File: config.mk
export PLATFORM = sky130hd
export DESIGN_NAME = efra_cordic
export DESIGN_NICKNAME = d
export VERILOG_FILES = /design/src/rtl/core/efra_pkg.sv /design/src/rtl/core/efra_cordic.sv
export SDC_FILE = /design/constraint.sdc
export NUM_CORES = 1
export LEC_CHECK = 0
export BUFFER_PORTS_ARGS = -buffer_cell sky130_fd_sc_hd__buf_2
export CORE_MARGIN = 2
export CORE_UTILIZATION = 45
export CTS_BUF_LIST = sky130_fd_sc_hd__clkbuf_2
export CTS_CLUSTER_DIAMETER = 120
export CTS_CLUSTER_SIZE = 12
export DETAILED_ROUTE_END_ITERATION = 12
export PLACE_DENSITY_LB_ADDON = 0.25
export SETUP_SLACK_MARGIN = 0.02
export SLEW_MARGIN = 20
export SYNTH_ARGS = -nofsm -noshare
export SYNTH_HDL_FRONTEND = slang
export SYNTH_MEMORY_MAX_BITS = 65536
export SYNTH_SLANG_ARGS = --single-unit
File: constraint.sdc
create_clock -name clk -period 13.65 [get_ports clk]
set_input_delay 2.73 -clock clk [delete_from_list [all_inputs] [get_ports clk]]
set_output_delay 2.73 -clock clk [all_outputs]
set_load 0.02 [all_outputs]
File: src/rtl/core/efra_pkg.sv
`timescale 1ns / 1ps
// ----------------------------------------------------------------------------
// efra_pkg: shared types and constants for the Euler force rotator
// Field widths, CORDIC constants, the queue record passed front to back and
// the request/response records of the shared CORDIC unit.
// ----------------------------------------------------------------------------
package efra_pkg;

  localparam int FORCE_BITS    = 32;
  localparam int ANGLE_FIELD_W = 16;
  localparam int ANGLE_BITS    = 16;
  localparam int TRIG_BITS     = 16;
  localparam int SUM_BITS      = 40;
  localparam int OUT_W         = 32;

  // Input tdata layout, lowest bit first
  localparam int IN_FX_LSB    = 0;
  localparam int IN_FY_LSB    = FORCE_BITS;
  localparam int IN_FZ_LSB    = 2 * FORCE_BITS;
  localparam int IN_PITCH_LSB = 3 * FORCE_BITS;
  localparam int IN_YAW_LSB   = IN_PITCH_LSB + ANGLE_FIELD_W;
  localparam int IN_ROLL_LSB  = IN_YAW_LSB + ANGLE_FIELD_W;
  localparam int IN_DATA_W    = IN_ROLL_LSB + ANGLE_FIELD_W;
  localparam int OUT_DATA_W   = 6 * OUT_W;

  // Binary angle as a 32 bit turn; only the top ANGLE_BITS survive
  localparam int          TURN_W      = 32;
  localparam logic [31:0] TURN_KEEP   = 32'hFFFF_FFFF << (TURN_W - ANGLE_BITS);
  localparam logic [15:0] ANGLE_KEEP  = TURN_KEEP[31:16];

  // CORDIC work registers: Q30 with headroom
  localparam int CORDIC_STEPS    = 24;
  localparam int STEPS_PER_CYCLE = 2;
  localparam int CORDIC_CYCLES   = CORDIC_STEPS / STEPS_PER_CYCLE;
  localparam int CYC_CNT_W       = $clog2(CORDIC_CYCLES);
  localparam int STEP_IDX_W      = $clog2(CORDIC_STEPS);
  localparam int CORDIC_W        = 33;
  localparam logic signed [CORDIC_W-1:0] CORDIC_GAIN = 33'sd652032874;
  localparam int TRIG_SHIFT      = TURN_W - TRIG_BITS;
  localparam logic signed [CORDIC_W-1:0] TRIG_HALF =
      CORDIC_W'(1) << (TRIG_SHIFT - 1);
  localparam int TRIG_W          = TRIG_BITS + 2;

  // Rotation products
  localparam int ROT_FRAC = TRIG_BITS - 2;
  localparam int PROD_W   = FORCE_BITS + TRIG_W;
  localparam int ACC_W    = PROD_W + 1;

  // Rotation stages, applied in this order
  localparam int STAGES = 3;
  typedef logic [1:0] stage_t;
  localparam stage_t STAGE_PITCH = 2'd0;
  localparam stage_t STAGE_ROLL  = 2'd1;
  localparam stage_t STAGE_YAW   = 2'd2;

  localparam int QUEUE_DEPTH = 2;
  localparam int QPTR_W      = $clog2(QUEUE_DEPTH);
  localparam int QCNT_W      = $clog2(QUEUE_DEPTH + 1);

  typedef logic signed [FORCE_BITS-1:0] force_t;
  typedef logic signed [TRIG_W-1:0]     trig_t;
  typedef logic signed [SUM_BITS-1:0]   sum_t;
  typedef logic signed [PROD_W-1:0]     prod_t;
  typedef logic [ANGLE_FIELD_W-1:0]     angle_t;

  // One queued item: angles already masked and folded into +-90 degrees,
  // indexed by stage
  typedef struct packed {
    force_t                  fx;
    force_t                  fy;
    force_t                  fz;
    logic [STAGES-1:0][ANGLE_FIELD_W-1:0] ang;
    logic [STAGES-1:0]       flip;
    logic                    frame_end;
  } item_t;

  typedef struct packed {
    logic   start;
    angle_t angle;
    logic   flip;
  } cordic_req_t;

  typedef struct packed {
    logic  done;
    trig_t cos_v;
    trig_t sin_v;
  } cordic_rsp_t;

  function automatic logic signed [CORDIC_W-1:0] atan_turn(
      input logic [STEP_IDX_W-1:0] idx);
    logic signed [CORDIC_W-1:0] v;
    case (idx)
      5'd0:    v = 33'sd536870912;
      5'd1:    v = 33'sd316933406;
      5'd2:    v = 33'sd167458907;
      5'd3:    v = 33'sd85004756;
      5'd4:    v = 33'sd42667331;
      5'd5:    v = 33'sd21354465;
      5'd6:    v = 33'sd10679838;
      5'd7:    v = 33'sd5340245;
      5'd8:    v = 33'sd2670163;
      5'd9:    v = 33'sd1335087;
      5'd10:   v = 33'sd667544;
      5'd11:   v = 33'sd333772;
      5'd12:   v = 33'sd166886;
      5'd13:   v = 33'sd83443;
      5'd14:   v = 33'sd41722;
      5'd15:   v = 33'sd20861;
      5'd16:   v = 33'sd10430;
      5'd17:   v = 33'sd5215;
      5'd18:   v = 33'sd2608;
      5'd19:   v = 33'sd1304;
      5'd20:   v = 33'sd652;
      5'd21:   v = 33'sd326;
      5'd22:   v = 33'sd163;
      5'd23:   v = 33'sd81;
      default: v = '0;
    endcase
    return v;
  endfunction

endpackage

File: src/rtl/core/efra_cordic.sv
`timescale 1ns / 1ps
// ----------------------------------------------------------------------------
// efra_cordic: iterative sine/cosine unit
// Runs two CORDIC micro-rotations per cycle, then rounds to the trig format
// and undoes the half-turn fold.
// ----------------------------------------------------------------------------
module efra_cordic (
  input  logic                  clk,
  input  logic                  rst_n,
  input  efra_pkg::cordic_req_t req,
  output efra_pkg::cordic_rsp_t rsp
);
  import efra_pkg::*;

  logic                         run_r, rnd_r, done_r, flip_r;
  logic [CYC_CNT_W-1:0]         k_r;
  logic signed [CORDIC_W-1:0]   x_r, y_r, z_r;
  logic signed [CORDIC_W-1:0]   x1, y1, z1, x2, y2, z2;
  logic signed [CORDIC_W-1:0]   xr, yr;
  logic [STEP_IDX_W-1:0]        i0, i1;
  trig_t                        cos_r, sin_r, cos_q, sin_q;

  always_comb begin
    i0 = STEP_IDX_W'({k_r, 1'b0});
    i1 = STEP_IDX_W'({k_r, 1'b1});
    if (!z_r[CORDIC_W-1]) begin
      x1 = x_r - (y_r >>> i0);
      y1 = y_r + (x_r >>> i0);
      z1 = z_r - atan_turn(i0);
    end else begin
      x1 = x_r + (y_r >>> i0);
      y1 = y_r - (x_r >>> i0);
      z1 = z_r + atan_turn(i0);
    end
    if (!z1[CORDIC_W-1]) begin
      x2 = x1 - (y1 >>> i1);
      y2 = y1 + (x1 >>> i1);
      z2 = z1 - atan_turn(i1);
    end else begin
      x2 = x1 + (y1 >>> i1);
      y2 = y1 - (x1 >>> i1);
      z2 = z1 + atan_turn(i1);
    end
    // Round half up and drop to the trig format
    xr    = (x_r + TRIG_HALF) >>> TRIG_SHIFT;
    yr    = (y_r + TRIG_HALF) >>> TRIG_SHIFT;
    cos_q = flip_r ? -xr[TRIG_W-1:0] : xr[TRIG_W-1:0];
    sin_q = flip_r ? -yr[TRIG_W-1:0] : yr[TRIG_W-1:0];
  end

  always_ff @(posedge clk) begin
    if (req.start) begin
      x_r    <= CORDIC_GAIN;
      y_r    <= '0;
      z_r    <= CORDIC_W'($signed({req.angle, 16'h0000}));
      flip_r <= req.flip;
    end else if (run_r) begin
      x_r <= x2;
      y_r <= y2;
      z_r <= z2;
    end
    if (rnd_r) begin
      cos_r <= cos_q;
      sin_r <= sin_q;
    end
  end

  always_ff @(posedge clk) begin
    if (!rst_n) begin
      run_r  <= 1'b0;
      rnd_r  <= 1'b0;
      done_r <= 1'b0;
      k_r    <= '0;
    end else begin
      done_r <= rnd_r;
      rnd_r  <= run_r && !req.start && (k_r == CYC_CNT_W'(CORDIC_CYCLES - 1));
      if (req.start) begin
        run_r <= 1'b1;
        k_r   <= '0;
      end else if (run_r) begin
        k_r <= k_r + CYC_CNT_W'(1);
        if (k_r == CYC_CNT_W'(CORDIC_CYCLES - 1)) begin
          run_r <= 1'b0;
        end
      end
    end
  end

  assign rsp.done  = done_r;
  assign rsp.cos_v = cos_r;
  assign rsp.sin_v = sin_r;

endmodule

==> results.ini <==
[clock_network]
cts.path.max_buffers = 2
clk_latency_ns = 1.15
cts_tree = done
ctsResizeCount = 0
cts-buffers-inserted = 17
clkSlewWorstSetupHoldPaths_ns = 0.39
cts_num_sinks = 182
htreeDepth = 4
root_buffer = clkbuf_2
cts_hold_buf = 0
cts_setup_buffers = 0

[logic_synthesis]
synth_cell_types = 97
syn_area_um2 = 28200
synth.area.top_cells = ha_1, dfxtp_1, xnor2_1
postSynthAreaPerCell_um2 = 7.62
ys.flop_type = dfxtp_1
syn_nets = 3943
synth_edf_count = 54
async_flop_share = 0
synth_seq_cells = 182
synth_top_cell_by_area = ha_1
synth_top_area_share = 0.0944
synth_warnings = 0
yosysSeqAreaShare = 0.148
synth_cells = 3704

[layout]
num-nets-final = 3850
post-route-util = 0.476
syn_to_final_growth_pct = 4.18
drive_above_1_share = 0.0880
n_fill_cell = 6359
design_area_um2 = 29400
final_common_cell = nor2_1
layout.area.seq_um2 = 4200
multi_input_area_um2 = 22700
most-common-layout-cells = nor2_1, nand2_1, a21oi_1

[global_routing]
grt_max_degree = 101
grt_overflow_total = 0
grt_pass1_wl_um = 168000
grt_pass1_vias = 26900
grt.total_usage = 0.343
antenna_found_initial = 2

[floorplan]
die_w_um = 254
ioPinCount = 57
core_um2 = 61800
die_h_um = 254
die_area_um2 = 64700
initial_core_util = 0.457
rows = 91

[worst_setup_path]
crit_buf_inv = 3
crit_top_cell = a21oi_1
cpLargestDelayFamily = compound AO/OA/AOI/OAI gates
required_ns = 14.73
crit_fanout = 70
startpoint_type = flip-flop
critPathKind = reg -> reg
crit_path_top_delay_cell = dfxtp_4
arrival_ns = 14.00
max_stage_delay_ns = 1.05
cp-end-kind = flip-flop

[sta]
fmax_ghz = 0.0774
relSlewSlack = 0.210
setup_viol = 0
tightest_slew_ns = 1.18
layout_setup_ws_ns = 0.725
finalCritPeriodShare = 0.947
final_max_slew_viol_count = 0
fin_skew_ns = 0.0973
rsz0062_at_grt = false
period_needed_ns = 12.92
fin_setup_tns_ns = 0
finalHoldViolCount = 0

[drt]
drt.antenna.violating_nets = 0
wl_per_cell_um = 25.2
drc = 0
num_vias = 29200
dr.pass1.iters = 8
viasPerCell = 6.55
drt-initial-drc-count = 3530
routed_wl_um = 112000

[flow_run]
drv_cap = 0

[placed_design]
io_buffers = 56
hpwlAfterDp_um = 88000
dp_slack_ns = 1.19
gp_congestion = 1.05
place_area_um2 = 29100

[outcome]
outcome = finished, final reports clean

[worst_hold_path]
worstHoldPathType = reg -> reg

[path summary, 6_finish.rpt]
check	startpoint	end	slack [ns]	depth (start not counted)
max	k_r[1]	x_r[32]	0.73	41
min	z_r[14]	z_r[14]	0.52	2
max reg2reg	k_r[1]	x_r[32]	0.73	41
min reg2reg	z_r[14]	z_r[14]	0.52	2
[worst register-to-register path, delay by kind of cell, from the launching register on]
kind / cells / cell delay, ns
AND/OR/NAND/NOR: 11 / 1.79
XOR/XNOR: 4 / 1.23
flip-flops: 1 / 1.05
AO/OA/AOI/OAI: 19 / 5.78
buffers and inverters: 3 / 0.90
multiplexers: 2 / 1.21
adder cells (fa/ha/maj): 2 / 0.86
[per-layer routing]
layer | vias to the layer above | share of wire | GRT usage
li1 | 13500 | - | -
met3 | 361 | 0.10 | 0.0819
met2 | 1563 | 0.43 | 0.530
met4 | 0 | 0.066 | 0.197
met1 | 13800 | 0.40 | 0.437
met5 | - | 0 | 0
[cell families (layout without fill, tap and decap cells)]
group / after synthesis / count (layout) / synth area share
compound gates: 1086 / 1086 / 0.258
mux: 222 / 222 / 0.114
fa+ha+maj: 219 / 219 / 0.0987
buf+inv: 346 / 266 / 0.0495
xor+xnor: 385 / 385 / 0.120
simple gates: 1264 / 1264 / 0.212
flops: 182 / 182 / 0.148
other cells: 0 / 1 / 0
[stage by stage]
step,instances,hold WS (ns)
3_3_place_gp,4428,0.472
4_1_cts,4460,0.517
6_report,4462,0.517
5_1_grt,4462,0.556
2_1_floorplan,3704,0.456
3_5_place_dp,4428,0.476
[layout make-up]
cell class	count	share of cell area
well taps	837	0.0356
multi-input cells	3176	0.772
repair buffers	112	0.0250
diodes	1	0.0000851
clock buffers	18	0.00306
clock inverters	14	0.00608
flip-flops and latches	182	0.143
inverters	122	0.0156
[Yosys cell counts, types with 38 or more instances]
library cell and instances:
a21oi_1 303, o21ai_0 176, mux2i_1 119, a211oi_1 67
xnor2_1 237, mux4_2 76, a21o_1 75, ha_1 213
o31ai_1 40, nand3_1 80, nor2_1 407, or3_1 41
clkbuf_1 159, nor2b_1 44, xor2_1 146, and2_1 45
and3_1 45, dfxtp_1 128, inv_1 117, buf_1 39
nand2_1 329, a31oi_1 46, nor3_1 106, nand2b_1 38
edfxtp_1 54
Power is not shown: default switching activity piles up to over one toggle a cycle in this logic, so the estimate is an artifact.
