$ cat config.mk
export PLATFORM = sky130hd
export DESIGN_NAME = efra_back
export DESIGN_NICKNAME = d
export VERILOG_FILES = /design/src/rtl/core/efra_pkg.sv /design/src/rtl/core/efra_back.sv
export SDC_FILE = /design/constraint.sdc
export NUM_CORES = 2
export LEC_CHECK = 0
export BUFFER_PORTS_ARGS = -buffer_cell sky130_fd_sc_hd__buf_2
export CAP_MARGIN = 10
export CORE_MARGIN = 2
export CORE_UTILIZATION = 40
export CTS_CLUSTER_SIZE = 10
export DETAILED_ROUTE_END_ITERATION = 10
export GPL_TIMING_DRIVEN = 0
export SETUP_SLACK_MARGIN = 0.15
export SLEW_MARGIN = 20
export SYNTH_ARGS = -nofsm -noshare
export SYNTH_HDL_FRONTEND = slang
export SYNTH_SLANG_ARGS = --single-unit
$ cat constraint.sdc
create_clock -name clk -period 33.1 [get_ports clk]
set_input_delay 4.965 -clock clk [delete_from_list [all_inputs] [get_ports clk]]
set_output_delay 4.965 -clock clk [all_outputs]
set_load 0.03 [all_outputs]
$ cat src/rtl/core/efra_pkg.sv
`timescale 1ns / 1ps
// ----------------------------------------------------------------------------
// efra_pkg: shared types and constants for the Euler force rotator
// Field widths, CORDIC constants, the queue record passed front to back and
// the request/response records of the shared CORDIC unit.
// ----------------------------------------------------------------------------
package efra_pkg;

  localparam int FORCE_BITS    = 32;
  localparam int ANGLE_FIELD_W = 16;
  localparam int ANGLE_BITS    = 16;
  localparam int TRIG_BITS     = 16;
  localparam int SUM_BITS      = 40;
  localparam int OUT_W         = 32;

  // Input tdata layout, lowest bit first
  localparam int IN_FX_LSB    = 0;
  localparam int IN_FY_LSB    = FORCE_BITS;
  localparam int IN_FZ_LSB    = 2 * FORCE_BITS;
  localparam int IN_PITCH_LSB = 3 * FORCE_BITS;
  localparam int IN_YAW_LSB   = IN_PITCH_LSB + ANGLE_FIELD_W;
  localparam int IN_ROLL_LSB  = IN_YAW_LSB + ANGLE_FIELD_W;
  localparam int IN_DATA_W    = IN_ROLL_LSB + ANGLE_FIELD_W;
  localparam int OUT_DATA_W   = 6 * OUT_W;

  // Binary angle as a 32 bit turn; only the top ANGLE_BITS survive
  localparam int          TURN_W      = 32;
  localparam logic [31:0] TURN_KEEP   = 32'hFFFF_FFFF << (TURN_W - ANGLE_BITS);
  localparam logic [15:0] ANGLE_KEEP  = TURN_KEEP[31:16];

  // CORDIC work registers: Q30 with headroom
  localparam int CORDIC_STEPS    = 24;
  localparam int STEPS_PER_CYCLE = 2;
  localparam int CORDIC_CYCLES   = CORDIC_STEPS / STEPS_PER_CYCLE;
  localparam int CYC_CNT_W       = $clog2(CORDIC_CYCLES);
  localparam int STEP_IDX_W      = $clog2(CORDIC_STEPS);
  localparam int CORDIC_W        = 33;
  localparam logic signed [CORDIC_W-1:0] CORDIC_GAIN = 33'sd652032874;
  localparam int TRIG_SHIFT      = TURN_W - TRIG_BITS;
  localparam logic signed [CORDIC_W-1:0] TRIG_HALF =
      CORDIC_W'(1) << (TRIG_SHIFT - 1);
  localparam int TRIG_W          = TRIG_BITS + 2;

  // Rotation products
  localparam int ROT_FRAC = TRIG_BITS - 2;
  localparam int PROD_W   = FORCE_BITS + TRIG_W;
  localparam int ACC_W    = PROD_W + 1;

  // Rotation stages, applied in this order
  localparam int STAGES = 3;
  typedef logic [1:0] stage_t;
  localparam stage_t STAGE_PITCH = 2'd0;
  localparam stage_t STAGE_ROLL  = 2'd1;
  localparam stage_t STAGE_YAW   = 2'd2;

  localparam int QUEUE_DEPTH = 2;
  localparam int QPTR_W      = $clog2(QUEUE_DEPTH);
  localparam int QCNT_W      = $clog2(QUEUE_DEPTH + 1);

  typedef logic signed [FORCE_BITS-1:0] force_t;
  typedef logic signed [TRIG_W-1:0]     trig_t;
  typedef logic signed [SUM_BITS-1:0]   sum_t;
  typedef logic signed [PROD_W-1:0]     prod_t;
  typedef logic [ANGLE_FIELD_W-1:0]     angle_t;

  // One queued item: angles already masked and folded into +-90 degrees,
  // indexed by stage
  typedef struct packed {
    force_t                  fx;
    force_t                  fy;
    force_t                  fz;
    logic [STAGES-1:0][ANGLE_FIELD_W-1:0] ang;
    logic [STAGES-1:0]       flip;
    logic                    frame_end;
  } item_t;

  typedef struct packed {
    logic   start;
    angle_t angle;
    logic   flip;
  } cordic_req_t;

  typedef struct packed {
    logic  done;
    trig_t cos_v;
    trig_t sin_v;
  } cordic_rsp_t;

  function automatic logic signed [CORDIC_W-1:0] atan_turn(
      input logic [STEP_IDX_W-1:0] idx);
    logic signed [CORDIC_W-1:0] v;
    case (idx)
      5'd0:    v = 33'sd536870912;
      5'd1:    v = 33'sd316933406;
      5'd2:    v = 33'sd167458907;
      5'd3:    v = 33'sd85004756;
      5'd4:    v = 33'sd42667331;
      5'd5:    v = 33'sd21354465;
      5'd6:    v = 33'sd10679838;
      5'd7:    v = 33'sd5340245;
      5'd8:    v = 33'sd2670163;
      5'd9:    v = 33'sd1335087;
      5'd10:   v = 33'sd667544;
      5'd11:   v = 33'sd333772;
      5'd12:   v = 33'sd166886;
      5'd13:   v = 33'sd83443;
      5'd14:   v = 33'sd41722;
      5'd15:   v = 33'sd20861;
      5'd16:   v = 33'sd10430;
      5'd17:   v = 33'sd5215;
      5'd18:   v = 33'sd2608;
      5'd19:   v = 33'sd1304;
      5'd20:   v = 33'sd652;
      5'd21:   v = 33'sd326;
      5'd22:   v = 33'sd163;
      5'd23:   v = 33'sd81;
      default: v = '0;
    endcase
    return v;
  endfunction

endpackage

$ cat src/rtl/core/efra_back.sv
`timescale 1ns / 1ps
// ----------------------------------------------------------------------------
// efra_back: rotation sequencer and accumulator
// Pops one item, runs pitch, roll and yaw through the shared CORDIC and a
// pair of multipliers, updates the running sums and fills the result register.
// ----------------------------------------------------------------------------
module efra_back (
  input  logic                            clk,
  input  logic                            rst_n,
  input  logic                            q_valid,
  input  efra_pkg::item_t                 q_item,
  output logic                            q_pop,
  output efra_pkg::cordic_req_t           cordic_req,
  input  efra_pkg::cordic_rsp_t           cordic_rsp,
  output logic                            out_tvalid,
  input  logic                            out_tready,
  output logic [efra_pkg::OUT_DATA_W-1:0] out_tdata
);
  import efra_pkg::*;

  typedef enum logic [2:0] {
    S_IDLE, S_WAIT, S_MUL_A, S_MUL_B, S_MUL_C, S_ACC
  } state_t;

  localparam logic signed [ACC_W-1:0] F_MAX =
      $signed((ACC_W'(1) << (FORCE_BITS - 1)) - ACC_W'(1));
  localparam logic signed [ACC_W-1:0] F_MIN = -F_MAX - ACC_W'(1);
  localparam logic signed [ACC_W-1:0] RND_HALF = ACC_W'(1) << (ROT_FRAC - 1);
  localparam logic signed [SUM_BITS:0] S_MAX =
      $signed(((SUM_BITS + 1)'(1) << (SUM_BITS - 1)) - (SUM_BITS + 1)'(1));
  localparam logic signed [SUM_BITS:0] S_MIN = -S_MAX - (SUM_BITS + 1)'(1);
  localparam sum_t O_MAX = $signed((SUM_BITS'(1) << (OUT_W - 1)) - SUM_BITS'(1));
  localparam sum_t O_MIN = -O_MAX - SUM_BITS'(1);

  state_t                          state_r;
  stage_t                          stage_r;
  force_t                          vx_r, vy_r, vz_r, anew_r;
  logic [STAGES-1:0][ANGLE_FIELD_W-1:0] ang_r;
  logic [STAGES-1:0]               flip_r;
  logic                            fend_r;
  prod_t                           p0_r, p1_r;
  sum_t                            sum_x_r, sum_y_r, sum_z_r;
  logic                            out_valid_r;
  logic [OUT_DATA_W-1:0]           out_data_r;

  force_t                          op_a, op_b, bnew, mul_a, mul_b;
  prod_t                           p_cos, p_sin;
  sum_t                            nsum_x, nsum_y, nsum_z;
  logic                            acc_go;

  // Round half up, drop the trig fraction, clamp to the force range
  function automatic force_t round_sat(input logic signed [ACC_W-1:0] v);
    logic signed [ACC_W-1:0] t;
    t = (v + RND_HALF) >>> ROT_FRAC;
    if (t > F_MAX) begin
      t = F_MAX;
    end else if (t < F_MIN) begin
      t = F_MIN;
    end
    return t[FORCE_BITS-1:0];
  endfunction

  function automatic sum_t sat_add(input sum_t a, input force_t b);
    logic signed [SUM_BITS:0] t;
    t = (SUM_BITS + 1)'(a) + (SUM_BITS + 1)'(b);
    if (t > S_MAX) begin
      t = S_MAX;
    end else if (t < S_MIN) begin
      t = S_MIN;
    end
    return t[SUM_BITS-1:0];
  endfunction

  function automatic logic [OUT_W-1:0] sat_out(input sum_t v);
    sum_t t;
    t = v;
    if (t > O_MAX) begin
      t = O_MAX;
    end else if (t < O_MIN) begin
      t = O_MIN;
    end
    return t[OUT_W-1:0];
  endfunction

  // Each stage rotates a pair (a, b): a' = a*c - b*s, b' = b*c + a*s
  always_comb begin
    case (stage_r)
      STAGE_PITCH: begin
        op_a = vy_r;
        op_b = vz_r;
      end
      STAGE_ROLL: begin
        op_a = vx_r;
        op_b = vy_r;
      end
      STAGE_YAW: begin
        op_a = vz_r;
        op_b = vx_r;
      end
      default: begin
        op_a = vx_r;
        op_b = vy_r;
      end
    endcase
    // S_MUL_A forms a*c and b*s, S_MUL_B forms b*c and a*s
    mul_a = (state_r == S_MUL_A) ? op_a : op_b;
    mul_b = (state_r == S_MUL_A) ? op_b : op_a;
    p_cos = PROD_W'(mul_a) * PROD_W'(cordic_rsp.cos_v);
    p_sin = PROD_W'(mul_b) * PROD_W'(cordic_rsp.sin_v);
    bnew  = round_sat(ACC_W'(p0_r) + ACC_W'(p1_r));

    nsum_x = sat_add(sum_x_r, vx_r);
    nsum_y = sat_add(sum_y_r, vy_r);
    nsum_z = sat_add(sum_z_r, vz_r);
    acc_go = (state_r == S_ACC) && (!out_valid_r || out_tready);

    q_pop = (state_r == S_IDLE) && q_valid;

    // Launch the first trig from the queue head, later ones from the item regs
    cordic_req.start = q_pop || ((state_r == S_MUL_C) && (stage_r != STAGE_YAW));
    if (state_r == S_IDLE) begin
      cordic_req.angle = q_item.ang[STAGE_PITCH];
      cordic_req.flip  = q_item.flip[STAGE_PITCH];
    end else begin
      cordic_req.angle = ang_r[stage_r + stage_t'(1)];
      cordic_req.flip  = flip_r[stage_r + stage_t'(1)];
    end
  end

  always_ff @(posedge clk) begin
    if (!rst_n) begin
      state_r     <= S_IDLE;
      stage_r     <= STAGE_PITCH;
      sum_x_r     <= '0;
      sum_y_r     <= '0;
      sum_z_r     <= '0;
      out_valid_r <= 1'b0;
    end else begin
      if (out_valid_r && out_tready && !acc_go) begin
        out_valid_r <= 1'b0;
      end
      case (state_r)
        S_IDLE: begin
          if (q_valid) begin
            vx_r    <= q_item.fx;
            vy_r    <= q_item.fy;
            vz_r    <= q_item.fz;
            ang_r   <= q_item.ang;
            flip_r  <= q_item.flip;
            fend_r  <= q_item.frame_end;
            stage_r <= STAGE_PITCH;
            state_r <= S_WAIT;
          end
        end
        S_WAIT: begin
          if (cordic_rsp.done) begin
            state_r <= S_MUL_A;
          end
        end
        S_MUL_A: begin
          p0_r    <= p_cos;
          p1_r    <= p_sin;
          state_r <= S_MUL_B;
        end
        S_MUL_B: begin
          anew_r  <= round_sat(ACC_W'(p0_r) - ACC_W'(p1_r));
          p0_r    <= p_cos;
          p1_r    <= p_sin;
          state_r <= S_MUL_C;
        end
        S_MUL_C: begin
          case (stage_r)
            STAGE_PITCH: begin
              vy_r <= anew_r;
              vz_r <= bnew;
            end
            STAGE_ROLL: begin
              vx_r <= anew_r;
              vy_r <= bnew;
            end
            default: begin
              vz_r <= anew_r;
              vx_r <= bnew;
            end
          endcase
          if (stage_r == STAGE_YAW) begin
            state_r <= S_ACC;
          end else begin
            stage_r <= stage_r + stage_t'(1);
            state_r <= S_WAIT;
          end
        end
        S_ACC: begin
          if (acc_go) begin
            out_valid_r <= 1'b1;
            out_data_r  <= {sat_out(nsum_z), sat_out(nsum_y), sat_out(nsum_x),
                            OUT_W'(vz_r), OUT_W'(vy_r), OUT_W'(vx_r)};
            // Report the sum with this item, then clear on a frame end
            sum_x_r <= fend_r ? '0 : nsum_x;
            sum_y_r <= fend_r ? '0 : nsum_y;
            sum_z_r <= fend_r ? '0 : nsum_z;
            state_r <= S_IDLE;
          end
        end
        default: begin
          state_r <= S_IDLE;
        end
      endcase
    end
  end

  assign out_tvalid = out_valid_r;
  assign out_tdata  = out_data_r;

endmodule

==> results.cfg <==
[run_status]
status = completed

[cells_and_area]
syn2layout_area_growth_pct = 10.4
multiInputGateArea_um2 = 52500
nets = 10500
nFillCells = 18600
seq_area_um2 = 16700
layout-drive-gt1-share = 0.0731
fin_cells = 11300

[floorplan]
initial_core_util = 0.402
core_area_um2 = 190000
pin_count = 401
die_y_um = 440
rows = 160
die_x_um = 440
die-area_um2 = 194000

[setup_path]
worstPathBufferInverterCount = 5
endpoint_kind = flop
worst-path-max-fanout = 10
required_ps = 33530
slowest_delay_ps = 730
startpoint_type = primary input
timing.critical_path.slowest_stage_cell = clkbuf_1
cp_data_arrival_time_ps = 13200
cp-startpoint = cordic_rsp[9]
path_delay_family = adder cells
cp_common_cell = fa_1
path_cells = buf_2, clkbuf_1, nand2_1, fa_1, inv_1, fa_1, fa_1, fa_1, fa_1, inv_1, fa_1, inv_1, ha_1, and4_1, and3_1, a221oi_1, a211oi_1, o221ai_1, a21oi_1, a31o_2, a21oi_1, o21ai_0, a21oi_1, xnor2_1
path_class = in -> reg
r2r_start = stage_r[0]$_SDFFE_PN0P_

[place]
placement.io_buffers = 400
place_congestion = 0.987
placedCellCount = 11100
dp_hpwl_mm = 242

[global_routing]
gr-max-usage-layer = met2
antenna_found_initial = 25
groute.usage.overall = 0.295
grt_pass1_wl_mm = 417
grt_start_max_net_pins = 56
grt_pass1_vias = 62700
use_met1 = 0.370
grt_overflow = 0
met3_usage = 0.0416
use_met2 = 0.473

[yosys]
synthMuxAreaShare = 0.00348
synth_edf_count = 472
yosysSeqAreaShare = 0.219
synth_warnings = 0
synth.cell_area_um2 = 76100
synth_compound_area_frac = 0.133
synthArstFlopShare = 0
synth_cell_types = 101
synthMostInstantiatedCell = inv_1
avgSynthCellArea_um2 = 9.31
synthCells = 8176
synth_top_family_by_area = adder cells
synth_fa_ha_area_frac = 0.384
synth_commonest_cells = 1440 x inv_1, 1110 x fa_1, 1033 x nand2_1
synth_ff_type = edfxtp_1
ys_seq_elements = 598
synthXorXnorAreaFrac = 0.0320
synth.top_cell.area_share = 0.292
syn-num-nets = 10000
yosysTopAreaCell = fa_1
synth_top_cells_by_area = fa_1 29%, edfxtp_1 19%, ha_1 9.2%, inv_1 7.1%, nand2_1 5.1%
synthSimpleGateAreaFrac = 0.137

[clock_tree]
cts_setup_buffers = 0
clock_latency_ps = 700
cts-resized-gates = 0
cts_tree = yes
numCtsBuffers = 77
cts-root-buf = clkbuf_16
cts.path.max_buffers = 3
h-tree-depth = 3
cts_sinks = 598
clk_pin_slew_worst_paths_ps = 60
cts_hold_buf = 0

[sta]
final_hold_viol_count = 0
fin_crit_ps = 12760
rsz0062_at_grt = no
fmax_mhz = 78.3
setup_tns_ps = 0
timing.final.crit_share = 0.386
fin_skew_ps = 43.7
setup_viol = 0
max_slew_margin = 0.207
worstMarginPinSlew_ps = 1190
slew_viol_final = 0

[drt]
viasPerCell = 5.48
drtIter0Drc = 5600
wire_per_inst_um = 25.4
drc_errors = 0
first_pass_iters = 8
num_vias = 61800
wl_mm = 286
ant_nets = 0

[flow_run]
max-cap-violations = 0

[worst_hold_path]
hp-class = reg -> reg
worstHoldStart = sum_z_r[37]$_SDFFE_PN0P_
-- flip-flops by register name (all words and copies together) (netlist names), 40 cells and up --
name	count
p1_r	50
sum_y_r	40
p0_r	50
out_tdata	192
sum_z_r	40
ang_r	48
sum_x_r	40
-- stage by stage --
step	util	hold WS, ps	instance area, um^2	worst slack (ps)
final	0.443	455	84100	20340
after global routing	0.443	478	84000	19850
after CTS	0.443	458	84000	20490
after detailed placement	0.431	449	81700	19770
after global placement	0.429	444	81300	14160
after floorplan	-	426	76100	18690
-- logic make-up (layout without fill, tap and decap cells) --
| group | count (synthesis) | in the layout |
|---|---|---|
| XOR/XNOR | 278 | 278 |
| multiplexers | 26 | 26 |
| flip-flops | 598 | 598 |
| adder cells (fa/ha/maj) | 1668 | 1668 |
| buffers and inverters | 1809 | 2366 |
| AND/OR/NAND/NOR | 2216 | 2216 |
| AO/OA/AOI/OAI | 1581 | 1581 |
| other | 0 | 25 |
-- layout by cell type (no fill, tap or decap), drive strengths merged, types with 104 or more instances in the layout --
cell type	netlist	final
inv	1440	1441
fa	1110	1110
nand2	1034	1034
ha	558	558
edfxtp	472	472
buf	49	472
a21oi	461	461
and2	454	454
clkbuf	318	426
o21ai	338	338
nor2	317	317
xnor2	174	174
a21o	161	161
dfxtp	126	126
a22oi	119	119
xor2	104	104
-- layout make-up --
cell class,count,area share
antenna,25,0.000744
buffer,367,0.0185
clock buffer,108,0.0248
clock inverter,26,0.00317
inverter,1442,0.0644
multi-input combinational,5769,0.625
sequential,598,0.199
tap,2511,0.0374
timing repair buffer,423,0.0277
-- worst min-delay path: cells and delay by family, from the launching register on --
kind | cells | cell delay (ps)
DFF | 1 | 310
and+or+nand+nor | 2 | 90
-- per-layer routing --
layer,wire length (um),part of all wire
met5,72,0.00025
met1,112000,0.39
met2,131000,0.46
met3,19600,0.069
met4,23100,0.081
-- worst paths after layout --
| kind | endpoint | cells past startpoint | slack, ps |
|---|---|---|---|
| setup reg to reg | p1_r[49]$_DFFE_PP_ | 35 | 20400 |
| setup / recovery | p1_r[49]$_DFFE_PP_ | 24 | 20340 |
| hold reg to reg | sum_z_r[37]$_SDFFE_PN0P_ | 2 | 460 |
| hold / removal | sum_z_r[37]$_SDFFE_PN0P_ | 2 | 460 |
Power is left out: the tool's default activity adds up to more than one toggle a clock period on the data nets, which glitch-free logic cannot reach.
