===== config.mk =====
export PLATFORM = sky130hd
export DESIGN_NAME = efra_front
export DESIGN_NICKNAME = d
export VERILOG_FILES = /design/src/rtl/core/efra_pkg.sv /design/src/rtl/core/efra_front.sv
export SDC_FILE = /design/constraint.sdc
export NUM_CORES = 1
export LEC_CHECK = 0
export BUFFER_PORTS_ARGS = -buffer_cell sky130_fd_sc_hd__buf_2
export CORE_MARGIN = 2
export CORE_UTILIZATION = 56
export DETAILED_ROUTE_END_ITERATION = 10
export GPL_ROUTABILITY_DRIVEN = 0
export HOLD_SLACK_MARGIN = 0.15
export PLACE_DENSITY = 0.84
export RECOVER_POWER = 25
export SLEW_MARGIN = 20
export SYNTH_ARGS = -nofsm -noshare
export SYNTH_HDL_FRONTEND = slang
export SYNTH_SLANG_ARGS = --single-unit

===== constraint.sdc =====
create_clock -name clk -period 11.83 [get_ports clk]
set_input_delay 1.7745 -clock clk [delete_from_list [all_inputs] [get_ports clk]]
set_output_delay 1.7745 -clock clk [all_outputs]
set_load 0.1 [all_outputs]

===== src/rtl/core/efra_pkg.sv =====
`timescale 1ns / 1ps
// ----------------------------------------------------------------------------
// efra_pkg: shared types and constants for the Euler force rotator
// Field widths, CORDIC constants, the queue record passed front to back and
// the request/response records of the shared CORDIC unit.
// ----------------------------------------------------------------------------
package efra_pkg;

  localparam int FORCE_BITS    = 32;
  localparam int ANGLE_FIELD_W = 16;
  localparam int ANGLE_BITS    = 16;
  localparam int TRIG_BITS     = 16;
  localparam int SUM_BITS      = 40;
  localparam int OUT_W         = 32;

  // Input tdata layout, lowest bit first
  localparam int IN_FX_LSB    = 0;
  localparam int IN_FY_LSB    = FORCE_BITS;
  localparam int IN_FZ_LSB    = 2 * FORCE_BITS;
  localparam int IN_PITCH_LSB = 3 * FORCE_BITS;
  localparam int IN_YAW_LSB   = IN_PITCH_LSB + ANGLE_FIELD_W;
  localparam int IN_ROLL_LSB  = IN_YAW_LSB + ANGLE_FIELD_W;
  localparam int IN_DATA_W    = IN_ROLL_LSB + ANGLE_FIELD_W;
  localparam int OUT_DATA_W   = 6 * OUT_W;

  // Binary angle as a 32 bit turn; only the top ANGLE_BITS survive
  localparam int          TURN_W      = 32;
  localparam logic [31:0] TURN_KEEP   = 32'hFFFF_FFFF << (TURN_W - ANGLE_BITS);
  localparam logic [15:0] ANGLE_KEEP  = TURN_KEEP[31:16];

  // CORDIC work registers: Q30 with headroom
  localparam int CORDIC_STEPS    = 24;
  localparam int STEPS_PER_CYCLE = 2;
  localparam int CORDIC_CYCLES   = CORDIC_STEPS / STEPS_PER_CYCLE;
  localparam int CYC_CNT_W       = $clog2(CORDIC_CYCLES);
  localparam int STEP_IDX_W      = $clog2(CORDIC_STEPS);
  localparam int CORDIC_W        = 33;
  localparam logic signed [CORDIC_W-1:0] CORDIC_GAIN = 33'sd652032874;
  localparam int TRIG_SHIFT      = TURN_W - TRIG_BITS;
  localparam logic signed [CORDIC_W-1:0] TRIG_HALF =
      CORDIC_W'(1) << (TRIG_SHIFT - 1);
  localparam int TRIG_W          = TRIG_BITS + 2;

  // Rotation products
  localparam int ROT_FRAC = TRIG_BITS - 2;
  localparam int PROD_W   = FORCE_BITS + TRIG_W;
  localparam int ACC_W    = PROD_W + 1;

  // Rotation stages, applied in this order
  localparam int STAGES = 3;
  typedef logic [1:0] stage_t;
  localparam stage_t STAGE_PITCH = 2'd0;
  localparam stage_t STAGE_ROLL  = 2'd1;
  localparam stage_t STAGE_YAW   = 2'd2;

  localparam int QUEUE_DEPTH = 2;
  localparam int QPTR_W      = $clog2(QUEUE_DEPTH);
  localparam int QCNT_W      = $clog2(QUEUE_DEPTH + 1);

  typedef logic signed [FORCE_BITS-1:0] force_t;
  typedef logic signed [TRIG_W-1:0]     trig_t;
  typedef logic signed [SUM_BITS-1:0]   sum_t;
  typedef logic signed [PROD_W-1:0]     prod_t;
  typedef logic [ANGLE_FIELD_W-1:0]     angle_t;

  // One queued item: angles already masked and folded into +-90 degrees,
  // indexed by stage
  typedef struct packed {
    force_t                  fx;
    force_t                  fy;
    force_t                  fz;
    logic [STAGES-1:0][ANGLE_FIELD_W-1:0] ang;
    logic [STAGES-1:0]       flip;
    logic                    frame_end;
  } item_t;

  typedef struct packed {
    logic   start;
    angle_t angle;
    logic   flip;
  } cordic_req_t;

  typedef struct packed {
    logic  done;
    trig_t cos_v;
    trig_t sin_v;
  } cordic_rsp_t;

  function automatic logic signed [CORDIC_W-1:0] atan_turn(
      input logic [STEP_IDX_W-1:0] idx);
    logic signed [CORDIC_W-1:0] v;
    case (idx)
      5'd0:    v = 33'sd536870912;
      5'd1:    v = 33'sd316933406;
      5'd2:    v = 33'sd167458907;
      5'd3:    v = 33'sd85004756;
      5'd4:    v = 33'sd42667331;
      5'd5:    v = 33'sd21354465;
      5'd6:    v = 33'sd10679838;
      5'd7:    v = 33'sd5340245;
      5'd8:    v = 33'sd2670163;
      5'd9:    v = 33'sd1335087;
      5'd10:   v = 33'sd667544;
      5'd11:   v = 33'sd333772;
      5'd12:   v = 33'sd166886;
      5'd13:   v = 33'sd83443;
      5'd14:   v = 33'sd41722;
      5'd15:   v = 33'sd20861;
      5'd16:   v = 33'sd10430;
      5'd17:   v = 33'sd5215;
      5'd18:   v = 33'sd2608;
      5'd19:   v = 33'sd1304;
      5'd20:   v = 33'sd652;
      5'd21:   v = 33'sd326;
      5'd22:   v = 33'sd163;
      5'd23:   v = 33'sd81;
      default: v = '0;
    endcase
    return v;
  endfunction

endpackage


===== src/rtl/core/efra_front.sv =====
`timescale 1ns / 1ps
// ----------------------------------------------------------------------------
// efra_front: input acceptance and angle folding
// Unpacks each input transaction, folds every angle into +-90 degrees and
// parks the record in a two-entry queue for the back end.
// ----------------------------------------------------------------------------
module efra_front (
  input  logic                            clk,
  input  logic                            rst_n,
  input  logic                            in_tvalid,
  output logic                            in_tready,
  input  logic [efra_pkg::IN_DATA_W-1:0]  in_tdata,
  input  logic                            in_tlast,
  output logic                            q_valid,
  output efra_pkg::item_t                 q_item,
  input  logic                            q_pop
);
  import efra_pkg::*;

  item_t             mem_r [QUEUE_DEPTH];
  logic [QPTR_W-1:0] wr_ptr_r, rd_ptr_r;
  logic [QCNT_W-1:0] count_r;
  item_t             in_item;
  angle_t            raw_ang [STAGES];
  logic              push;

  always_comb begin
    raw_ang[STAGE_PITCH] = in_tdata[IN_PITCH_LSB +: ANGLE_FIELD_W] & ANGLE_KEEP;
    raw_ang[STAGE_ROLL]  = in_tdata[IN_ROLL_LSB +: ANGLE_FIELD_W] & ANGLE_KEEP;
    raw_ang[STAGE_YAW]   = in_tdata[IN_YAW_LSB +: ANGLE_FIELD_W] & ANGLE_KEEP;
    in_item.fx        = in_tdata[IN_FX_LSB +: FORCE_BITS];
    in_item.fy        = in_tdata[IN_FY_LSB +: FORCE_BITS];
    in_item.fz        = in_tdata[IN_FZ_LSB +: FORCE_BITS];
    in_item.frame_end = in_tlast;
    // Fold the back half circle by half a turn; cos/sin negate later
    for (int s = 0; s < STAGES; s++) begin
      in_item.flip[s] = raw_ang[s][ANGLE_FIELD_W-1] ^ raw_ang[s][ANGLE_FIELD_W-2];
      in_item.ang[s]  = {raw_ang[s][ANGLE_FIELD_W-1] ^ in_item.flip[s],
                         raw_ang[s][ANGLE_FIELD_W-2:0]};
    end
  end

  assign in_tready = (count_r != QCNT_W'(QUEUE_DEPTH));
  assign push      = in_tvalid & in_tready;
  assign q_valid   = (count_r != '0);
  assign q_item    = mem_r[rd_ptr_r];

  always_ff @(posedge clk) begin
    if (push) begin
      mem_r[wr_ptr_r] <= in_item;
    end
  end

  always_ff @(posedge clk) begin
    if (!rst_n) begin
      wr_ptr_r <= '0;
      rd_ptr_r <= '0;
      count_r  <= '0;
    end else begin
      if (push) begin
        wr_ptr_r <= wr_ptr_r + QPTR_W'(1);
      end
      if (q_pop) begin
        rd_ptr_r <= rd_ptr_r + QPTR_W'(1);
      end
      if (push && !q_pop) begin
        count_r <= count_r + QCNT_W'(1);
      end else if (!push && q_pop) begin
        count_r <= count_r - QCNT_W'(1);
      end
    end
  end

endmodule


==> results of run 1 <==
-- per-layer routing --
metal	track usage	up-vias
li1	-	2570
met2	0.3326	244
met3	0.06065	45
met5	0	-
met1	0.2168	2750
met4	0.06037	4
-- per-stage QoR --
stage / cell area, um^2 / cells / utilization / power [mW] / hold slack, ns
detailed placement: 12680 / 1037 / 0.6559 / 2.212 / 0.5488
CTS: 13600 / 1088 / 0.7032 / 3.081 / 0.5585
global route: 13590 / 1090 / 0.7026 / 3.152 / 0.6262
floorplan: 10970 / 490 / - / 2.087 / 0.5074
global placement: 12680 / 1037 / 0.6559 / 2.194 / 0.5178
finish: 13590 / 1090 / 0.7026 / 3.057 / 0.5588
-- sequential cells by signal, summed over array words and instances (netlist names), named ones only --
signal	flops
wr_ptr_r	1
count_r	2
rd_ptr_r	1
mem_r	296
-- path summary, 6_finish.rpt --
path,startpoint,end,slack [ns]
worst max register to register,count_r[0]$_SDFFE_PN0P_,mem_r[0][122]$_DFFE_PP_,9.23
worst min register to register,count_r[1]$_SDFFE_PN0P_,count_r[1]$_SDFFE_PN0P_,0.56
worst max-delay path,flop,q_item[113],7.11
worst min-delay path,count_r[1]$_SDFFE_PN0P_,count_r[1]$_SDFFE_PN0P_,0.56
-- cell families after synthesis --
kind of cell	after synthesis	synth area share
muxes	148	0.1520
buffers and inverters	21	0.01392
AOI/OAI and AO/OA	4	0.002737
xor gates and xnor gates	6	0.004791
adders and majority gates	1	0.001141
DFF	301	0.8195
and+or+nand+nor	9	0.005933
-- layout by cell type, fill, tap and decap left out --
master,Yosys,layout
bufinv_16,0,2
dfxtp_1,5,4
o21ai_0,1,1
or3_1,1,1
edfxtp_1,296,296
inv_6,0,1
clkinv_4,0,1
buf_1,0,1
nand3b_1,1,1
ha_1,1,1
clkbuf_1,3,32
clkbuf_16,0,31
and3_4,0,1
mux2_2,148,148
dfxtp_4,0,1
and2_1,4,4
xor2_1,5,5
buf_4,9,2
clkinv_1,0,9
or2_2,1,1
buf_6,5,1
inv_1,2,1
diode_2,0,1
a21boi_0,2,2
buf_12,0,1
nand2b_4,1,1
clkinv_2,0,5
buf_2,2,268
a21bo_2,1,1
xnor2_1,1,1
-- power by group through the flow --
stage	sequential (mW)	combinational [mW]	clock (mW)
after floorplan	1.35	0.739	0
after global placement	1.34	0.850	0
after detailed placement	1.35	0.859	0
after CTS	1.33	0.862	0.888
after global routing	1.34	0.885	0.929
final	1.33	0.858	0.870
-- final cells by class --
class	instances	area [um^2]
Clock inverter	17	127.6
Antenna cell	1	2.502
Multi-Input combinational cell	168	1832
Timing Repair Buffer	302	1500
Tap cell	265	331.6
Sequential cell	301	8992
Fill cell	1245	5749
Inverter	2	12.51
Clock buffer	34	787.0
-- worst register-to-register path, delay by kind of cell, from the launching register on --
| kind | cells | cell delay, ns |
|---|---|---|
| simple gates | 2 | 0.35 |
| buf+inv | 2 | 1.42 |
| flops | 1 | 0.40 |
-- Yosys cell counts (all sizes together) --
cell type	instances	area, um^2
inv	2	7.510
nand2b	1	13.76
or2	1	6.260
and3	1	6.260
mux2	148	1667
a21boi	2	15.01
a21bo	1	10.01
clkbuf	3	11.26
xor2	5	43.79
o21ai	1	5.000
and2	4	25.02
xnor2	1	8.760
buf	16	133.9
dfxtp	5	100.1
ha	1	12.51
nand3b	1	7.510
or3	1	6.260
edfxtp	296	8889
==> metrics.md, run 1 <==
| Metric | Value |
|---|---|
| Total track usage | `0.1877` |
| DRT iter0 DRCs | `275` |
| Vias in the first global route | `5802` |
| Initial antenna violation count | `4` |
| # setup viols final | `0` |
| Highest routed layer | `met5` |
| Crit end category | `primary output` |
| Slack of the critical path | `7.105 ns` |
| Tightest Pin Transition | `0.9836 ns` |
| CTS Buf Count | `30` |
| Pwr/cell area | `225.0 nW/um^2` |
| Setup bufs post-CTS | `0` |
| Mapped cell area | `10970 um^2` |
| Final HPWL from detailed placement | `13.54 mm` |
| Die area | `20720 um^2` |
| WP buf/inv | `2` |
| Comb power frac | `0.281` |
| Clock share of power | `0.284` |
| Clk root buf | `clkbuf_16` |
| Setup slack at placement | `7.350 ns` |
| Die Y | `144.0 um` |
| Switching pwr | `1.101 mW` |
| Share of cells above drive strength 1 | `0.5643` |
| Max Slew Vio Count | `0` |
| Path category of the worst min-delay check | `reg2reg` |
| DRC | `0` |
| Relative max-transition margin | `0.3443` |
| Initial Util | `0.5673` |
| Sw Share | `0.3603` |
| Layout Nets | `955` |
| CTS Buffer Depth | `3` |
| Worst path cell trace | `buf_6 > mux2_2 > buf_2` |
| TritonCTS clock tree | `built` |
| Setup TNS | `0 ns` |
| Fmax | `0.2116 GHz` |
| Vias | `5613` |
| Met2 wirelength from detailed routing | `10.53 mm` |
| Antenna-violating nets left | `0` |
| Boundary pin count | `299` |
| First-pass GRT wire length | `29.89 mm` |
| Core Footprint | `19330 um^2` |
| Syn_area_per_cell | `22.38 um^2` |
| Post-Route WL | `20.59 mm` |
| Clock-pin slew on the worst setup and hold paths | `0.06 ns` |
| Family with the most delay on the worst path | `buffers and inverters` |
| Post-Route M1 WL | `7.621 mm` |
| Synthesis-stage register bit count | `301` |
| WL per Instance | `18.89 um` |
| CP max-delay cell | `dfxtp_4` |
| Status | `completed` |
| Critical-path maximum fanout | `88` |
| Max stage delay on crit path | `0.87 ns` |
| WS Path Type | `reg2out` |
| Tmin final | `4.725 ns` |
| Sink Count | `301` |
| P_int | `1.956 mW` |
| Clk Latency, worst-skew pair | `0.53 ns` |
| Synthesized instance count | `490` |
| Worst vdd rail ir drop | `0.0001820 V` |
| Reg power frac | `0.435` |
| Yosys warning total | `0` |
| RSZ-0062 raised after global routing | `false` |
| Critical Path Source Type | `flop` |
| Total number of H-tree levels | `1` |
| Max Cap Viol | `0` |
| Die width | `144.0 um` |
| Via density | `5.150` |
| Final Hold Viols | `0` |
| First-pass DRT Iterations | `4` |
| Buffers on Ports | `298` |
| Row count | `51` |
| Skew final | `0.01334 ns` |
| Fin crit share | `0.3994` |
| Synthesis-to-layout area growth | `23.86%` |
| Depth of the most critical reg-to-reg path | `4` |
| Hold_buf cts | `0` |
| WP data required | `10.06 ns` |
| GRT overflow | `0` |
| Post-CTS sizing | `0` |
| Leak Pwr | `5.004 nW` |
| Syn_nets | `640` |
| Met3 wire len | `1.880 mm` |
| Crit path DAT | `2.95 ns` |
| Hold Path Cell Cnt | `2` |
| Largest net degree at the start of global routing | `89` |
| Register area share after synthesis | `0.8195` |
| Post-synth cell types | `20` |
| Instance count on the critical path | `3` |
(Power assumes the default switching activity.)
==> run 2, diff against run 1 <==
--- a/config.mk
+++ b/config.mk
@@ -7,11 +7,11 @@
 export LEC_CHECK = 0
 export BUFFER_PORTS_ARGS = -buffer_cell sky130_fd_sc_hd__buf_2
 export CORE_MARGIN = 2
-export CORE_UTILIZATION = 56
+export CORE_UTILIZATION = 52
 export DETAILED_ROUTE_END_ITERATION = 10
 export GPL_ROUTABILITY_DRIVEN = 0
 export HOLD_SLACK_MARGIN = 0.15
-export PLACE_DENSITY = 0.84
+export PLACE_DENSITY = 0.79
 export RECOVER_POWER = 25
 export SLEW_MARGIN = 20
 export SYNTH_ARGS = -nofsm -noshare
==> constraint.sdc (replaced) <==
create_clock -name clk -period 4.9 [get_ports clk]
set_input_delay 0.735 -clock clk [delete_from_list [all_inputs] [get_ports clk]]
set_output_delay 0.735 -clock clk [all_outputs]
set_load 0.1 [all_outputs]
==> metrics.md, run 2 (synthesis results as in run 1) <==
| Metric | Value |
|---|---|
| Clk Latency, worst-skew pair | `0.53 ns (about the same)` |
| Row count | `53 (+3.9%)` |
| First-pass DRT Iterations | `4 (unchanged)` |
| Core Footprint | `20890 um^2 (+8.0%)` |
| Clk root buf | `clkbuf_16` |
| Status | `completed` |
| WS Path Type | `reg2out` |
| Path category of the worst min-delay check | `in2reg` |
| Max Slew Vio Count | `0 (unchanged)` |
| Most frequent cells in the layout | `edfxtp_1 (296), buf_2 (273), mux2_2 (148), clkbuf_16 (31), clkbuf_1 (30)` |
| R2R Setup Slk | `2.52 ns (-6.71 ns)` |
| Synthesis-to-layout area growth | `24.50%` |
| Reg2reg start | `count_r[0]$_SDFFE_PN0P_` |
| Switching pwr | `2.676 mW (+140%)` |
| Sink Count | `301 (unchanged)` |
| Fin crit share | `0.6420` |
| P_int | `4.739 mW (+140%)` |
| TritonCTS clock tree | `built` |
| Setup TNS | `0 ns (unchanged)` |
| Final HPWL from detailed placement | `13.20 mm (-2.5%)` |
| Fill cells | `1444 (+16%)` |
| Clock share of power | `0.289 (+0.005)` |
| Post-CTS sizing | `0 (unchanged)` |
| Min-delay src | `in_tdata[85]` |
| Antenna-violating nets left | `0 (unchanged)` |
| CTS Buffer Depth | `3 (unchanged)` |
| Layout Nets | `957 (+0.21%)` |
| Depth of the most critical reg-to-reg path | `4 (unchanged)` |
| Power Total | `7.414 mW (+140%)` |
| RSZ-0062 raised after global routing | `false` |
| Max reg flops | `296 (unchanged)` |
| Vias in the first global route | `5714 (-1.5%)` |
| Max Cap Viol | `0 (unchanged)` |
| Critical Path Source Type | `flop` |
| Die width | `149.2 um (+3.7%)` |
| Boundary pin count | `299 (unchanged)` |
| RR Endpoint | `mem_r[0][37]$_DFFE_PP_` |
| Crit path to | `q_item[58]` |
| Setup bufs post-CTS | `0 (unchanged)` |
| Initial antenna violation count | `4 (unchanged)` |
| Pwr/cell area | `542.9 nW/um^2 (+140%)` |
| Via density | `5.005 (-2.8%)` |
| Vias | `5540 (-1.3%)` |
| Die Y | `149.2 um (+3.7%)` |
| Top reg by flops | `mem_r` |
| Skew final | `0.009339 ns (-0.004000 ns)` |
| CTS Buf Count | `30 (unchanged)` |
| Crit path DAT | `2.41 ns (-0.54 ns)` |
| Sw Share | `0.3609 (+0.0006333)` |
| Critical-path maximum fanout | `58 (-34%)` |
| Initial Util | `0.5251 (-0.04220)` |
| Commonest non-fill, non-tap cell in the layout | `edfxtp_1` |
| Clock-pin slew on the worst setup and hold paths | `0.06 ns (about the same)` |
| Post-Route WL | `20.15 mm (-2.1%)` |
| Buffers on Ports | `298 (unchanged)` |
| Share of cells above drive strength 1 | `0.5723 (+0.007969)` |
| GRT overflow | `0 (unchanged)` |
| DRC | `0 (unchanged)` |
| Total number of H-tree levels | `1 (unchanged)` |
| Final Hold Viols | `0 (unchanged)` |
| Worst vdd rail ir drop | `0.0004406 V (+140%)` |
| Leading registers by flop count | `mem_r: 296 flops, count_r: 2 flops` |
| Tightest Pin Transition | `0.9370 ns (-0.04665 ns)` |
| Fmax | `0.3179 GHz` |
| Leak Pwr | `5.039 nW (+0.71%)` |
| DRT iter0 DRCs | `191 (-31%)` |
| Total track usage | `0.1717 (-0.01596)` |
| WL per Instance | `18.20 um (-3.6%)` |
| Hold_buf cts | `0 (unchanged)` |
| Relative max-transition margin | `0.3754 (+0.03110)` |
| Die area | `22270 um^2 (+7.5%)` |
| WP data required | `4.16 ns (-5.90 ns)` |
| Reg power frac | `0.430 (-0.005)` |
| Comb power frac | `0.281 (about the same)` |
| # setup viols final | `0 (unchanged)` |
| First-pass GRT wire length | `29.53 mm (-1.2%)` |
| Crit end category | `primary output` |
| Largest net degree at the start of global routing | `99 (+11%)` |
| Tmin final | `3.146 ns` |
-- run 2: cell types whose count changed in the layout (fill, tap and decap cells not counted), sizes merged --
cell,delta
buf,+7
clkinv,-1
clkinvlp,+1
diode,+1
clkbuf,-2
inv,+1
-- run 2: worst min path at each step --
stage / cells past startpoint / slack (ns) / to
5_1_grt: 1 / 0.36 / mem_r[0][71]$_DFFE_PP_
6_report: 1 / 0.38 / mem_r[1][73]$_DFFE_PP_
4_1_cts: 1 / 0.35 / mem_r[0][84]$_DFFE_PP_
3_3_place_gp: 2 / 0.53 / count_r[1]$_SDFFE_PN0P_
3_5_place_dp: 2 / 0.57 / rd_ptr_r$_SDFFE_PN0P_
2_1_floorplan: 2 / 0.51 / count_r[1]$_SDFFE_PN0P_
-- run 2: area by class of cell --
cell class / count / area (um^2) / share of cell area
inverter: 2 / 12.51 / 0.0009163
tap: 275 / 344.1 / 0.02520
antenna: 2 / 5.005 / 0.0003665
multi-input combinational: 168 / 1832 / 0.1341
sequential: 301 / 8992 / 0.6585
timing repair buffer: 304 / 1530 / 0.1121
clock inverter: 18 / 141.4 / 0.01035
clock buffer: 37 / 798.3 / 0.05846
-- run 2: critical path, stage by stage (launching register included) --
cell     delay (ns)
dfxtp_4        0.47
buf_4          0.63
mux2_2         0.30
buf_2          0.42
-- run 2: power groups by stage --
stage / sequential, mW / clock (mW) / combinational (mW)
after floorplan: 3.25 / 0 / 1.79
after global placement: 3.23 / 0 / 2.09
after detailed placement: 3.24 / 0 / 2.09
after CTS: 3.19 / 2.19 / 2.10
after global routing: 3.21 / 2.28 / 2.15
final: 3.19 / 2.14 / 2.08
-- run 2: stage by stage --
| stage | area [um^2] | hold slack, ns | utilization | std cells | worst slack [ns] |
|---|---|---|---|---|---|
| CTS | 13680 | 0.3535 | 0.6550 | 1105 | 1.709 |
| global placement | 12740 | 0.5344 | 0.6100 | 1050 | 2.287 |
| floorplan | 10970 | 0.5074 | - | 490 | 0.1480 |
| detailed placement | 12740 | 0.5707 | 0.6100 | 1050 | 2.247 |
| global route | 13650 | 0.3556 | 0.6535 | 1105 | 1.629 |
| finish | 13660 | 0.3828 | 0.6537 | 1107 | 1.754 |
-- run 2: layer usage --
| layer | up-vias | GRT usage | routed length (um) | part of all wire |
|---|---|---|---|---|
| met5 | - | 0 | 11 | 0.00055 |
| met4 | 2 | 0.05619 | 630 | 0.031 |
| met3 | 44 | 0.05627 | 1709 | 0.085 |
| met2 | 216 | 0.3016 | 10230 | 0.51 |
| met1 | 2695 | 0.1998 | 7560 | 0.38 |
| li1 | 2583 | - | - | - |
